**config.mk**
```make
export PLATFORM = sky130hd
export DESIGN_NAME = bq_coef_ram
export DESIGN_NICKNAME = d
export VERILOG_FILES = /design/src/hw/rtl/bq_pkg.sv /design/src/hw/rtl/bq_coef_ram.sv
export SDC_FILE = /design/constraint.sdc
export NUM_CORES = 2
export LEC_CHECK = 0
export BUFFER_PORTS_ARGS = -buffer_cell sky130_fd_sc_hd__buf_2
export CAP_MARGIN = 20
export CORE_AREA = 2 2 357 359
export DETAILED_ROUTE_END_ITERATION = 8
export DIE_AREA = 0 0 359 361
export PLACE_DENSITY = 0.86
export SLEW_MARGIN = 10
export SYNTH_ARGS = -nofsm -noshare
export SYNTH_HDL_FRONTEND = slang
export SYNTH_SLANG_ARGS = --single-unit
```
**constraint.sdc**
```tcl
create_clock -name clk -period 4.97 [get_ports clk]
set_input_delay 0.497 -clock clk [delete_from_list [all_inputs] [get_ports clk]]
set_output_delay 0.497 -clock clk [all_outputs]
set_load 0.03 [all_outputs]
```
**src/hw/rtl/bq_pkg.sv**
```systemverilog
// Shared constants, codes and types for the cascaded biquad filter.
`timescale 1ns / 1ps

package bq_pkg;

    localparam int MAX_SECTIONS_DEF = 16;
    localparam int SAMPLE_BITS_DEF  = 24;

    localparam int DATA_W    = 32;
    localparam int FRAC_BITS = 28;
    localparam int ACC_W     = 68;
    localparam int ADDR_W    = 3;

    localparam logic [1:0] OP_FILTER = 2'd0;
    localparam logic [1:0] OP_WRITE  = 2'd1;
    localparam logic [1:0] OP_CLEAR  = 2'd2;

    localparam logic [1:0] COEF_X1 = 2'd0;
    localparam logic [1:0] COEF_Y1 = 2'd1;
    localparam logic [1:0] COEF_X2 = 2'd2;
    localparam logic [1:0] COEF_Y2 = 2'd3;

    localparam logic REG_COUNT = 1'b0;
    localparam logic REG_GAIN  = 1'b1;

    localparam logic signed [DATA_W-1:0] GAIN_RESET = 32'sd268435456;

    typedef struct packed {
        logic mul;
        logic neg;
        logic add;
        logic clr;
    } mac_ctrl_t;

    typedef struct packed {
        logic signed [DATA_W-1:0] x1;
        logic signed [DATA_W-1:0] x2;
        logic signed [DATA_W-1:0] y1;
        logic signed [DATA_W-1:0] y2;
    } hist_row_t;

endpackage

```
**src/hw/rtl/bq_coef_ram.sv**
```systemverilog
// Coefficient memory: four words per section, one write and one registered read a cycle.
`timescale 1ns / 1ps

module bq_coef_ram #(
    parameter int SEC_W = 4
) (
    input  logic                             clk,
    input  logic                             wr_en,
    input  logic [SEC_W+1:0]                 wr_addr,
    input  logic signed [bq_pkg::DATA_W-1:0] wr_data,
    input  logic [SEC_W+1:0]                 rd_addr,
    output logic signed [bq_pkg::DATA_W-1:0] rd_data
);
    import bq_pkg::*;

    localparam int DEPTH = 4 * (1 << SEC_W);

    logic signed [DATA_W-1:0] mem [0:DEPTH-1];
    logic signed [DATA_W-1:0] rd_data_reg;

    always_ff @(posedge clk)
    begin
        if (wr_en)
        begin
            mem[wr_addr] <= wr_data;
        end
        rd_data_reg <= mem[rd_addr];
    end

    assign rd_data = rd_data_reg;

endmodule

```
==> flow_summary.yaml <==
global_routing:
  antenna_found_initial: 8
  grt_max_degree: 88
  grt_pass1_wl_mm: 315
  globalRouteOverflowTotal: 0
  grt_pass1_vias: 41468
  grt_usage_pct: 35.2
drt:
  wl_met3_mm: 31.8
  drt-initial-drc-count: 8570
  num_vias: 41048
  highest_layer: "met5"
  via_per_inst: 7.62
  dr_wl_met2_mm: 113
  drtPass1Iterations: 5
  met1_length_mm: 69.6
  drtAntennaViolNets: 0
  wl_per_cell_um: 43.1
  drc: 0
  totalWireLength_mm: 232
final_layout:
  final_net_count: 3618
  syn_to_final_growth_pct: 12.7
  drive_gt1_share_pct: 29.9
  fillers: 6550
  largest_register_ffs: 2048
sta:
  hold_viol: 0
  slew_viol_final: 0
  setup_viol: 0
  worst_pin_slew_ns: 1.25
  fin_tns_setup_ns: 0
  relSlewSlack_pct: 16.4
  period_minus_slack_ns: 3.13
  max_freq_mhz: 319
  rsz0062_at_grt: "no"
  clock_skew_ns: 0.0323
  fin_crit_sh_pct: 63.0
  final.setup.worst_slack_ns: 1.84
synthesis:
  synth_edf_count: 2048
  synthAdderAreaFrac_pct: 0
  synth_top_family_by_area: "multiplexers"
  syn_nets: 3370
  synth-seq-cells: 2080
  synth_compound_area_share_pct: 1.67
  synth_top_area_share_pct: 78.3
  yosysWarnings: 0
  synth_ff_type: "edfxtp_1"
  muxShareOfSynthArea_pct: 16.8
  synth_xor_area_share_pct: 0
  synth.distinct_cells: 34
  yosysMostFrequentCell: "edfxtp_1"
  synthSimpleGateAreaFrac_pct: 1.27
  yosys-top-cells-count: "edfxtp_1 (2048), mux4_2 (544), nor2_1 (137)"
  netlist_area_um2: 78500
  ys_async_sr_fraction_pct: 0
  synthCells: 3324
  synthTopCellsByArea: "edfxtp_1 (78%), mux4_2 (16%), mux2i_1 (1.2%)"
  synth.avg_cell_area_um2: 23.6
  synth_top_cell_by_area: "edfxtp_1"
  ys_seq_area_share_pct: 79.1
power_and_ir_drop:
  total_leakage_power_uw: 0.0277
  comb_power_share_pct: 5.4
  p_seq_share_pct: 53.8
  ir_drop_v: 0.000532
  p_int_uw: 28400
  swShare_pct: 21.8
  p_clk_share_pct: 40.8
  power_density_nw_per_um2: 410
  switchingPower_uw: 7920
clocking:
  cts_buffers: 187
  cts_max_level: 4
  clock_latency_ns: 0.84
  clock_sinks: 2080
  clockBufferDepth: 3
  cts_hold_buf: 0
  clk_pin_slew_ns: 0.07
  cts_resized: 0
  cts_tree: "built"
  cts-root-buf: "clkbuf_16"
  cts_setup_buffers: 0
critical_path:
  cp_data_arrival_time_ns: 3.80
  path_max_fanout: 86
  reg2reg_slack_ns: 2.48
  worstSetupPathType: "input port to register"
  start_kind: "input port"
  cp-end-kind: "register"
  required_ns: 5.63
floorplan:
  core_area_um2: 125000
  rows: 130
  die_h_um: 361
  start_util_pct: 62.6
  dieArea_um2: 130000
  ioPinCount: 78
  die_x_um: 359
run:
  drv_cap: 0
placement:
  place_congestion: 0.832
  dp_slack_ns: 1.13
  dp_hpwl_mm: 114
  io_buffer_count: 77
status:
  status: "completed"
hold_path:
  min_path_type: "input port to register"
cells in the final DEF (no fill, tap or decap), types with 4 or more instances in the layout:
cell       synthesis  layout
a21oi_1           62      62
a22oi_1           12      12
a311oi_1           8       8
a41o_1             4       4
and3_1             4       4
buf_12             0      39
buf_2             57      73
buf_4             25     122
bufinv_16          0      19
clkbuf_1          74      50
clkbuf_16          0     193
clkbuf_8           0       9
clkinv_1           0      38
clkinv_2           0      26
dfxtp_1           32      32
diode_2            0       7
edfxtp_1        2048    2048
inv_6              0       6
mux2i_1           93      93
mux4_2           544     544
nand2_1           26      26
nand2b_1           8       7
nand3_1            5       5
nand3b_1           5       5
nor2_1           137      75
nor2_4             0      62
nor2b_1           15      15
nor3_1             7       5
o221ai_1          27      27
o22ai_1           84      84
o32ai_1            4       4
worst max-delay path: stages:
cell     delay [ns]
buf_8          0.61
buf_4          0.67
mux4_2         0.42
mux4_2         0.55
o22ai_1        0.68
nor2_1         0.16
power by group through the flow:
stage	logic, uW	clock network [uW]	registers [uW]
final	1950	14800	19500
after global routing	1990	15400	19500
after CTS	1840	14700	19500
after detailed placement	1770	0	19900
after global placement	1690	0	19900
after floorplan	944	0	19900
worst paths after layout:
path	from	end	cells after the start
worst max-delay path	rd_addr[1]	rd_data[31]	6
worst min-delay path	wr_data[23]	mem[5][23]	1
worst max register to register	mem[22][13]	rd_data[13]	4
worst min register to register	mem[12][8]	rd_data[8]	4
metal layers:
layer  global-route usage, %  up-vias
met1                    44.8    20767
met3                    7.98      986
met5                       0        -
met4                    20.5        4
li1                        -    14763
met2                    56.7     4528
area by class of cell:
type                            instances  area [um2]  area share [%]
Antenna cell                            7        17.5          0.0198
Clock buffer                          252        5140            5.81
Clock inverter                         97         980            1.11
Multi-Input combinational cell       1062       16000            18.0
Sequential cell                      2080       62100            70.2
Tap cell                             1650        2060            2.33
Timing Repair Buffer                  241        2200            2.49
through the flow:
step | util [%] | hold WS [ns] | area (um2) | total power [uW] | std cells
final | 70.6 | 0.0483 | 88500 | 36300 | 5389
after global routing | 70.6 | 0.0357 | 88500 | 36800 | 5383
after CTS | 70.1 | 0.170 | 87900 | 36100 | 5351
after detailed placement | 65.2 | 0.772 | 81700 | 21600 | 5002
after global placement | 65.2 | 0.708 | 81700 | 21500 | 5002
after floorplan | - | 0.596 | 78500 | 20800 | 3324
kinds of logic (layout without fill, tap and decap cells):
kind of cell	count (synthesis)	after routing
flops	2080	2080
simple gates	223	223
other cells	0	7
buf+inv	182	590
mux	637	637
compound gates	202	202
Power figures use the tool's default switching activity.
