<file path="src/hw/rtl/bq_pkg.sv">
// Shared constants, codes and types for the cascaded biquad filter.
`timescale 1ns / 1ps

package bq_pkg;

    localparam int MAX_SECTIONS_DEF = 16;
    localparam int SAMPLE_BITS_DEF  = 24;

    localparam int DATA_W    = 32;
    localparam int FRAC_BITS = 28;
    localparam int ACC_W     = 68;
    localparam int ADDR_W    = 3;

    localparam logic [1:0] OP_FILTER = 2'd0;
    localparam logic [1:0] OP_WRITE  = 2'd1;
    localparam logic [1:0] OP_CLEAR  = 2'd2;

    localparam logic [1:0] COEF_X1 = 2'd0;
    localparam logic [1:0] COEF_Y1 = 2'd1;
    localparam logic [1:0] COEF_X2 = 2'd2;
    localparam logic [1:0] COEF_Y2 = 2'd3;

    localparam logic REG_COUNT = 1'b0;
    localparam logic REG_GAIN  = 1'b1;

    localparam logic signed [DATA_W-1:0] GAIN_RESET = 32'sd268435456;

    typedef struct packed {
        logic mul;
        logic neg;
        logic add;
        logic clr;
    } mac_ctrl_t;

    typedef struct packed {
        logic signed [DATA_W-1:0] x1;
        logic signed [DATA_W-1:0] x2;
        logic signed [DATA_W-1:0] y1;
        logic signed [DATA_W-1:0] y2;
    } hist_row_t;

endpackage

</file>
<file path="src/hw/rtl/bq_hist_ram.sv">
// Section history memory, one row of x1, x2, y1, y2 per section, with valid bits for clearing.
`timescale 1ns / 1ps

module bq_hist_ram #(
    parameter int SEC_W = 4
) (
    input  logic              clk,
    input  logic              rst_n,
    input  logic              clr,
    input  logic              wr_en,
    input  logic [SEC_W-1:0]  wr_addr,
    input  bq_pkg::hist_row_t wr_row,
    input  logic              rd_en,
    input  logic [SEC_W-1:0]  rd_addr,
    output bq_pkg::hist_row_t rd_row
);
    import bq_pkg::*;

    localparam int DEPTH = 1 << SEC_W;

    hist_row_t        mem [0:DEPTH-1];
    hist_row_t        rd_row_reg;
    logic [DEPTH-1:0] valid_reg;
    logic             rd_valid_reg;

    always_ff @(posedge clk or negedge rst_n)
    begin
        if (!rst_n)
        begin
            valid_reg    <= '0;
            rd_valid_reg <= 1'b0;
        end
        else
        begin
            if (clr)
            begin
                valid_reg <= '0;
            end
            else if (wr_en)
            begin
                valid_reg[wr_addr] <= 1'b1;
            end
            if (rd_en)
            begin
                rd_valid_reg <= valid_reg[rd_addr];
            end
        end
    end

    always_ff @(posedge clk)
    begin
        if (wr_en)
        begin
            mem[wr_addr] <= wr_row;
        end
        if (rd_en)
        begin
            rd_row_reg <= mem[rd_addr];
        end
    end

    // A row never written since reset or the last clear reads as zero history.
    assign rd_row = rd_valid_reg ? rd_row_reg : '0;

endmodule

</file>
<file path="config.mk">
export PLATFORM = sky130hd
export DESIGN_NAME = bq_hist_ram
export DESIGN_NICKNAME = d
export VERILOG_FILES = /design/src/hw/rtl/bq_pkg.sv /design/src/hw/rtl/bq_hist_ram.sv
export SDC_FILE = /design/constraint.sdc
export NUM_CORES = 2
export LEC_CHECK = 0
export ABC_AREA = 1
export BUFFER_PORTS_ARGS = -buffer_cell sky130_fd_sc_hd__buf_2
export CAP_MARGIN = 40
export CORE_UTILIZATION = 56
export DETAILED_ROUTE_END_ITERATION = 16
export PLACE_DENSITY = 0.79
export SYNTH_ARGS = -nofsm -noshare
export SYNTH_HDL_FRONTEND = slang
export SYNTH_SLANG_ARGS = --single-unit
</file>
<file path="constraint.sdc">
create_clock -name clk -period 1.01 [get_ports clk]
set_input_delay 0.0505 -clock clk [delete_from_list [all_inputs] [get_ports clk]]
set_output_delay 0.0505 -clock clk [all_outputs]
set_load 0.01 [all_outputs]
</file>
==> run metrics <==
crit path launch type=flop; clock skew=0.0598 ns; critical path depth=5; min cycle time layout=~2.1 ns; hold buffers post-CTS=159; DR DRC count=0; reg2reg end=rd_row_reg[50]$_DFFE_PP_; Hold Path Class=input port to flop; highest clock rate=~0.47 GHz; vias in the first global route=about 59000; unrepaired setup endpoints after global routing=true; Final Cycle Share=212%; synthesis-to-layout area growth=21.8%; Die X-Extent=around 400 microns; Avg WL per Cell=25.2 microns; Syn Area/Cell=roughly 13 sq um; Clock Latency Late Sink=between 0.8 and 0.9 ns; Die Height=between 300 and 400 microns; Mapped Cells=approximately 6800; Hold Slack=-0.0476 ns; first-pass GRT wire length=between 300000 and 400000 microns; global route overflow=0; Routed WL=around 240000 microns; CTS sink count=roughly 2200; Final setup violation count=257; DR vias=59965; clock buffer depth=3; GP Congestion=just under 0.9; Pleak=between 30 and 40 nW; # Max-Cap Violations=0; slew at the pin with the worst max-slew slack=between 0.5 and 0.6 ns; CP max stage delay=roughly 0.56 ns; core area=roughly 150000 sq um; drt pass-1 iters=6; final worst slack=-1.13 ns; hold_sp=wr_addr[2]; number of port buffers=~270; Final ANT Viol Nets=0; R2R Path Start=mem[15][50]$_DFFE_PP_; fin. max-slew vios=0; # rows=approximately 140; syn nets=just under 7000; clock-pin slew on the worst setup and hold paths=0.06 ns; most frequent cells in the layout=2176 x edfxtp_1, 1317 x nand2_1, 567 x nand3_1; reg2reg path depth=5; Largest register FFs=approximately 2000; synthesized cell area=around 87000 sq um; H-tree levels=4; share of cells above drive strength 1=between 20% and 30%; commonest non-fill, non-tap cell in the layout=edfxtp_1; Initial Utilization=between 50% and 60%; fin util=approximately 69%; setup TNS=-151.45 ns; pwr dens=between 1500 and 2000 nW/um^2; CP endpoint kind=output pin; fin cells=roughly 9700; Syn. warnings=0; Hold Crit Depth=5; Seq/Total Area, Yosys=75.7%; status=finished with violations; Root Buffer=clkbuf_16; crit-path cells=buf_12 > clkbuf_16 > nand2_1 > inv_1 > buf_2; r2r setup slk=-0.30 ns; GRT Total Usage=between 30% and 40%; #FFs+latches synth=2193; # fillers=9332; violated checks=negative hold slack, negative setup slack; largest net degree at the start of global routing=70; # nets final=approximately 7600; critical path data required time=roughly 0.96 ns; Initial DRC Count=7548; delay-heaviest family, CP=flip-flops; dpl hpwl=143000 microns; CTS tree=done; WP data arrival=approximately 2.1 ns; Endpoint, Worst Hold=mem[11][13]$_DFFE_PP_; critical setup path kind=flop to output pin; I/O pins=roughly 270; total CTS buffers=205; DIE AREA=~160000 sq um; Synth cell types=20; initial antenna violation count=10; Peak VDD IR=around 2400 uV; relative max-transition margin=63.3%; Fin. Hold Viols=3; Vias/cell=roughly 6.2; Slowest-stage cell, CP=dfrtp_4; Crit Path Max Fanout=9; WP buf/inv=4; placed cells=about 9100
cells by family after synthesis:
family	after synthesis	share of synthesized area (%)
simple gates	2695	12.7
flops	2193	75.7
buf+inv	780	3.85
compound gates	1084	7.67
power by group:
part           internal [mW]  leakage, nW  switching (mW)
clock                   42.7         3.24            34.1
sequential               102         20.0           0.824
combinational           5.39         15.4            10.2
total                    151         38.6            45.1
metrics by stage:
stage / power, mW / setup slack (ns) / instance area [sq um]
2_1_floorplan: 111 / -1.69 / 87000
3_3_place_gp: 118 / -0.856 / 95700
3_5_place_dp: 118 / -0.861 / 95700
4_1_cts: 195 / -1.17 / 105000
5_1_grt: 200 / -1.18 / 106000
6_report: 196 / -1.13 / 106000
synth_stat cells:
library cell	count	area share, %
a21oi_1	128	0.74
and2_1	19	0.14
buf_1	37	0.16
buf_2	200	1.2
buf_4	26	0.22
buf_6	9	0.12
clkbuf_1	171	0.74
clkinv_1	1	0.0043
dfrtp_1	17	0.49
edfxtp_1	2176	75
inv_1	334	1.4
inv_2	2	0.0086
nand2_1	1425	6.2
nand3_1	721	4.2
nor2_1	527	2.3
nor3_1	3	0.017
o211ai_1	370	3.2
o211ai_2	40	0.58
o21ai_0	544	3.1
o21ba_2	2	0.023
per-layer routing:
| layer | track usage [%] | vias up | wire length (microns) |
|---|---|---|---|
| met2 | 49.6 | 4329 | 119000 |
| met4 | 14.5 | 4 | 11700 |
| met5 | 0 | - | 27 |
| met1 | 39.8 | 29255 | 86200 |
| li1 | - | 25640 | - |
| met3 | 5.98 | 737 | 27000 |
worst max path at each step:
stage | startpoint | endpoint
after floorplan | wr_addr[1] | mem[11][0]$_DFFE_PP_
final | rd_valid_reg$_DFFE_PN0P_ | rd_row[34]
after CTS | rd_valid_reg$_DFFE_PN0P_ | rd_row[94]
after global routing | rd_valid_reg$_DFFE_PN0P_ | rd_row[34]
after detailed placement | wr_addr[1] | mem[15][109]$_DFFE_PP_
after global placement | wr_addr[1] | mem[15][107]$_DFFE_PP_
worst min-delay path: cells and delay by family:
kind                   cells  cell delay, ns
buffers and inverters      3            0.45
and+or+nand+nor            2            0.12
final cells by class:
type	count	area, sq um	share of cell area [%]
tap	2044	2560	2.42
timing repair buffer	949	10100	9.57
antenna	11	27.5	0.0260
multi-input combinational	3779	19300	18.3
clock buffer	253	5360	5.07
clock inverter	118	1300	1.23
sequential	2193	65800	62.2
inverter	337	1320	1.25
what timing repair did:
action / 4_1_cts / 5_1_grt
setup endpoints to repair: 256 / 1129
cloned: 5 / 2
resized for setup: 337 / 268
endpoints found under the hold margin: 2310 / 3
setup buffers: 2 / 1
pin swaps: 329 / 236
No activity file was read; power rests on OpenSTA's default activity.
