$ cat src/hw/rtl/bq_pkg.sv
// Shared constants, codes and types for the cascaded biquad filter.
`timescale 1ns / 1ps

package bq_pkg;

    localparam int MAX_SECTIONS_DEF = 16;
    localparam int SAMPLE_BITS_DEF  = 24;

    localparam int DATA_W    = 32;
    localparam int FRAC_BITS = 28;
    localparam int ACC_W     = 68;
    localparam int ADDR_W    = 3;

    localparam logic [1:0] OP_FILTER = 2'd0;
    localparam logic [1:0] OP_WRITE  = 2'd1;
    localparam logic [1:0] OP_CLEAR  = 2'd2;

    localparam logic [1:0] COEF_X1 = 2'd0;
    localparam logic [1:0] COEF_Y1 = 2'd1;
    localparam logic [1:0] COEF_X2 = 2'd2;
    localparam logic [1:0] COEF_Y2 = 2'd3;

    localparam logic REG_COUNT = 1'b0;
    localparam logic REG_GAIN  = 1'b1;

    localparam logic signed [DATA_W-1:0] GAIN_RESET = 32'sd268435456;

    typedef struct packed {
        logic mul;
        logic neg;
        logic add;
        logic clr;
    } mac_ctrl_t;

    typedef struct packed {
        logic signed [DATA_W-1:0] x1;
        logic signed [DATA_W-1:0] x2;
        logic signed [DATA_W-1:0] y1;
        logic signed [DATA_W-1:0] y2;
    } hist_row_t;

endpackage

$ cat src/hw/rtl/bq_mac.sv
// Shared multiply-accumulate unit: registered 32x32 product, then a wide accumulator.
`timescale 1ns / 1ps

module bq_mac (
    input  logic                                 clk,
    input  bq_pkg::mac_ctrl_t                    ctrl,
    input  logic signed [bq_pkg::DATA_W-1:0]     op_a,
    input  logic signed [bq_pkg::DATA_W-1:0]     op_b,
    input  logic signed [bq_pkg::ACC_W-1:0]      init,
    output logic signed [bq_pkg::ACC_W-1:0]      acc
);
    import bq_pkg::*;

    logic signed [2*DATA_W-1:0] prod_reg;
    logic                       neg_reg;
    logic signed [ACC_W-1:0]    acc_reg;
    logic signed [ACC_W-1:0]    term;

    always_comb
    begin
        term = ACC_W'(prod_reg);
        if (neg_reg)
        begin
            term = -term;
        end
    end

    always_ff @(posedge clk)
    begin
        if (ctrl.mul)
        begin
            prod_reg <= op_a * op_b;
            neg_reg  <= ctrl.neg;
        end
        if (ctrl.clr)
        begin
            acc_reg <= init;
        end
        else if (ctrl.add)
        begin
            acc_reg <= acc_reg + term;
        end
    end

    assign acc = acc_reg;

endmodule

$ cat config.mk
export PLATFORM = sky130hd
export DESIGN_NAME = bq_mac
export DESIGN_NICKNAME = d
export VERILOG_FILES = /design/src/hw/rtl/bq_pkg.sv /design/src/hw/rtl/bq_mac.sv
export SDC_FILE = /design/constraint.sdc
export NUM_CORES = 2
export LEC_CHECK = 0
export BUFFER_PORTS_ARGS = -buffer_cell sky130_fd_sc_hd__buf_4
export CORE_MARGIN = 2
export CORE_UTILIZATION = 40
export CTS_CLUSTER_SIZE = 20
export DETAILED_ROUTE_END_ITERATION = 8
export SLEW_MARGIN = 30
export SYNTH_ARGS = -nofsm -noshare
export SYNTH_HDL_FRONTEND = slang
export SYNTH_SLANG_ARGS = --single-unit
export TNS_END_PERCENT = 30
$ cat constraint.sdc
create_clock -name clk -period 14.2 [get_ports clk]
set_input_delay 0 -clock clk [delete_from_list [all_inputs] [get_ports clk]]
set_output_delay 0 -clock clk [all_outputs]
set_load 0.1 [all_outputs]
==> results.tsv <==
metric	value	unit
status	finished clean	
critPathBufInv	6	
grt_max_degree	76	
h-tree-depth	4	
gp_congestion	0.8979	
wl_per_cell	19.96	um
whs_endpoint	prod_reg[0]$_DFFE_PP_	
syn_avg_cell_area	9.284	sq um
ys_warn_count	0	
critPathKind	input pin to flop	
cpPeakStageDelay	0.82	ns
clk_pin_slew	0.05	ns
synth_area_leaders	fa_1, edfxtp_1, inv_1	
ys_types	70	
core_area	114300	sq um
worstPathMaxFanout	32	
first_pass_iters	6	
drt_wl_total	130.5	mm
fmax	0.1306	GHz
cp-end-kind	flop	
place_hpwl	106.1	mm
start_kind	input pin	
ant_nets	0	
largest_register_ffs	68	
crit_family	adder cells	
finalSetupTns	0	ns
cts_buffer_depth	3	
dieArea	118200	sq um
start_util	40.38	%
synth_edf_count	133	
setup_viol	0	
root_buffer	clkbuf_16	
rows	124	
grt_usage	22.64	%
crit_cells	25	
first_global_vias	36060	
hold_depth	1	
drcViolationCount	0	
die_height	343.8	um
fin_crit_sh	53.93	%
yosysTopAreaCell	fa_1	
relSlewSlack	39.13	%
reg2reg_slack	7.67	ns
min_from	ctrl[3]	
critPathRequiredTime	14.42	ns
clkLatencyLatePin	0.50	ns
critPathArrivalTime	7.88	ns
ys_seq_area_share	8.649	%
timing.final.ws_setup	6.542	ns
drt_iter0_drc	2438	
pre_cts_ws	5.945	ns
cts_tree	done	
drv_cap	0	
crit_top_cell	fa_1	
cts_resized	0	
cts_buffers	25	
synth.top_cell.area_share	46.95	%
r2r-start	prod_reg[14]$_DFFE_PP_	
portBuffers	204	
syn_area	46180	sq um
finalCriticalPeriod	7.658	ns
r2r_end	acc[66]$_DFFE_PP_	
reg2regPathDepth	18	
syn_to_final_growth	8.361	%
grt_pass1_wl	207.9	mm
synthCells	4974	
crit_slowest_cell	fa_1	
fillers	11160	
antenna_found_initial	4	
die_x	343.8	um
numClockSinks	133	
finClkSkew	0.01943	ns
hp-class	input pin to flop	
gr-total-overflow	0	
hold_violations	0	
ys_ff_latch	133	
nets	6493	
maxSlewViolCount	0	
rsz0062_at_grt	false	
drive_gt1_share	5.452	%
async_flop_share	0	%
via_per_inst	5.182	
via_count	33890	
top_level_ports	205	
synth_nets	6446	
ys.flop_type	edfxtp_1	
tightest_slew	0.9076	ns
==> metrics by stage <==
stage	hold slack, ns	instance area (sq um)	utilization, %	cells
after CTS	0.08920	50020	43.74	6537
after detailed placement	0.2033	48670	42.56	6436
after global routing	0.1182	50040	43.76	6538
after global placement	0.2034	48670	42.56	6436
after floorplan	0.09887	46180	-	4974
final	0.08562	50040	43.76	6539
==> cells in the final DEF, fill, tap and decap left out, types with 9 or more instances in the layout <==
cell type,n
a21o_1,58
xnor2_1,138
a211oi_1,25
nor2_1,130
nor3_1,31
buf_4,209
o31ai_1,33
a21boi_0,9
o21bai_1,18
a31oi_1,15
dlygate4sd3_1,69
nand3_1,42
fa_1,1083
or2_2,14
clkbuf_16,25
a21oi_1,139
nand4_1,32
edfxtp_1,133
nand2b_1,20
o21a_1,21
ha_1,252
inv_1,967
xor2_1,42
or3_1,18
o21ai_0,168
nand2_1,665
and2_1,522
and3_1,13
nor4_1,9
==> cells by family (layout without fill, tap and decap cells) <==
| family | Yosys count | after routing | synth area share [%] |
|---|---|---|---|
| flops | 133 | 133 | 8.649 |
| other cells | 0 | 1 | 0 |
| simple gates | 1530 | 1530 | 16.36 |
| xor+xnor | 181 | 181 | 3.449 |
| buf+inv | 1228 | 1280 | 9.982 |
| mux | 9 | 9 | 0.2005 |
| compound gates | 558 | 558 | 7.581 |
| fa+ha+maj | 1335 | 1335 | 53.78 |
==> worst register-to-register path: cells and delay by family (launching register included) <==
kind | cells | cell delay, ns
AO/OA/AOI/OAI | 7 | 2.25
flip-flops | 1 | 0.43
adder cells (fa/ha/maj) | 1 | 0.42
AND/OR/NAND/NOR | 8 | 2.96
buffers and inverters | 1 | 0.17
XOR/XNOR | 1 | 0.12
==> final cells by class <==
| type | count | area [sq um] | area share (%) |
|---|---|---|---|
| Multi-Input combinational cell | 3613 | 37580 | 75.10 |
| Antenna cell | 1 | 2.502 | 0.005001 |
| Tap cell | 1512 | 1892 | 3.781 |
| Sequential cell | 133 | 3994 | 7.981 |
| Inverter | 969 | 3638 | 7.271 |
| Timing Repair Buffer | 279 | 2280 | 4.556 |
| Clock inverter | 5 | 22.52 | 0.04501 |
| Clock buffer | 27 | 633.1 | 1.265 |
==> metal layers <==
layer | share of wire [%] | track usage (%) | vias up
met5 | 0.021 | 0 | -
met4 | 0.98 | 2.853 | 4
met3 | 9.2 | 5.261 | 96
met2 | 43 | 34.28 | 1178
met1 | 47 | 33.88 | 17370
li1 | - | - | 15240
==> how the worst max path moves through the flow <==
stage                  start                     end
CTS                  op_b[5]  prod_reg[63]$_DFFE_PP_
global route         op_b[5]  prod_reg[63]$_DFFE_PP_
global placement    op_b[31]  prod_reg[62]$_DFFE_PP_
detailed placement   op_b[5]  prod_reg[63]$_DFFE_PP_
finish              op_a[31]  prod_reg[63]$_DFFE_PP_
floorplan            op_b[2]  prod_reg[63]$_DFFE_PP_
==> timing repair <==
item	in CTS	in global routing
endpoints found under the hold margin	69	0
hold buffers	69	0
setup buffers	0	0
==> synthesized netlist by cell type, types with 13 or more instances <==
cell type / n
and2_1: 522
nand4_1: 32
o21a_1: 21
nor3_1: 31
xor2_1: 42
or2_2: 15
o21bai_1: 18
nand3_1: 42
nor2_1: 130
xnor2_1: 138
clkbuf_1: 256
and3_1: 13
a21oi_1: 139
nand2_1: 665
a211oi_1: 25
or3_1: 18
fa_1: 1083
nand2b_1: 20
a31oi_1: 15
o21ai_0: 168
edfxtp_1: 133
ha_1: 252
inv_1: 967
o31ai_1: 33
a21o_1: 58
Power is not shown: default switching activity piles up to over one toggle a cycle in this logic, so the estimate is an artifact.
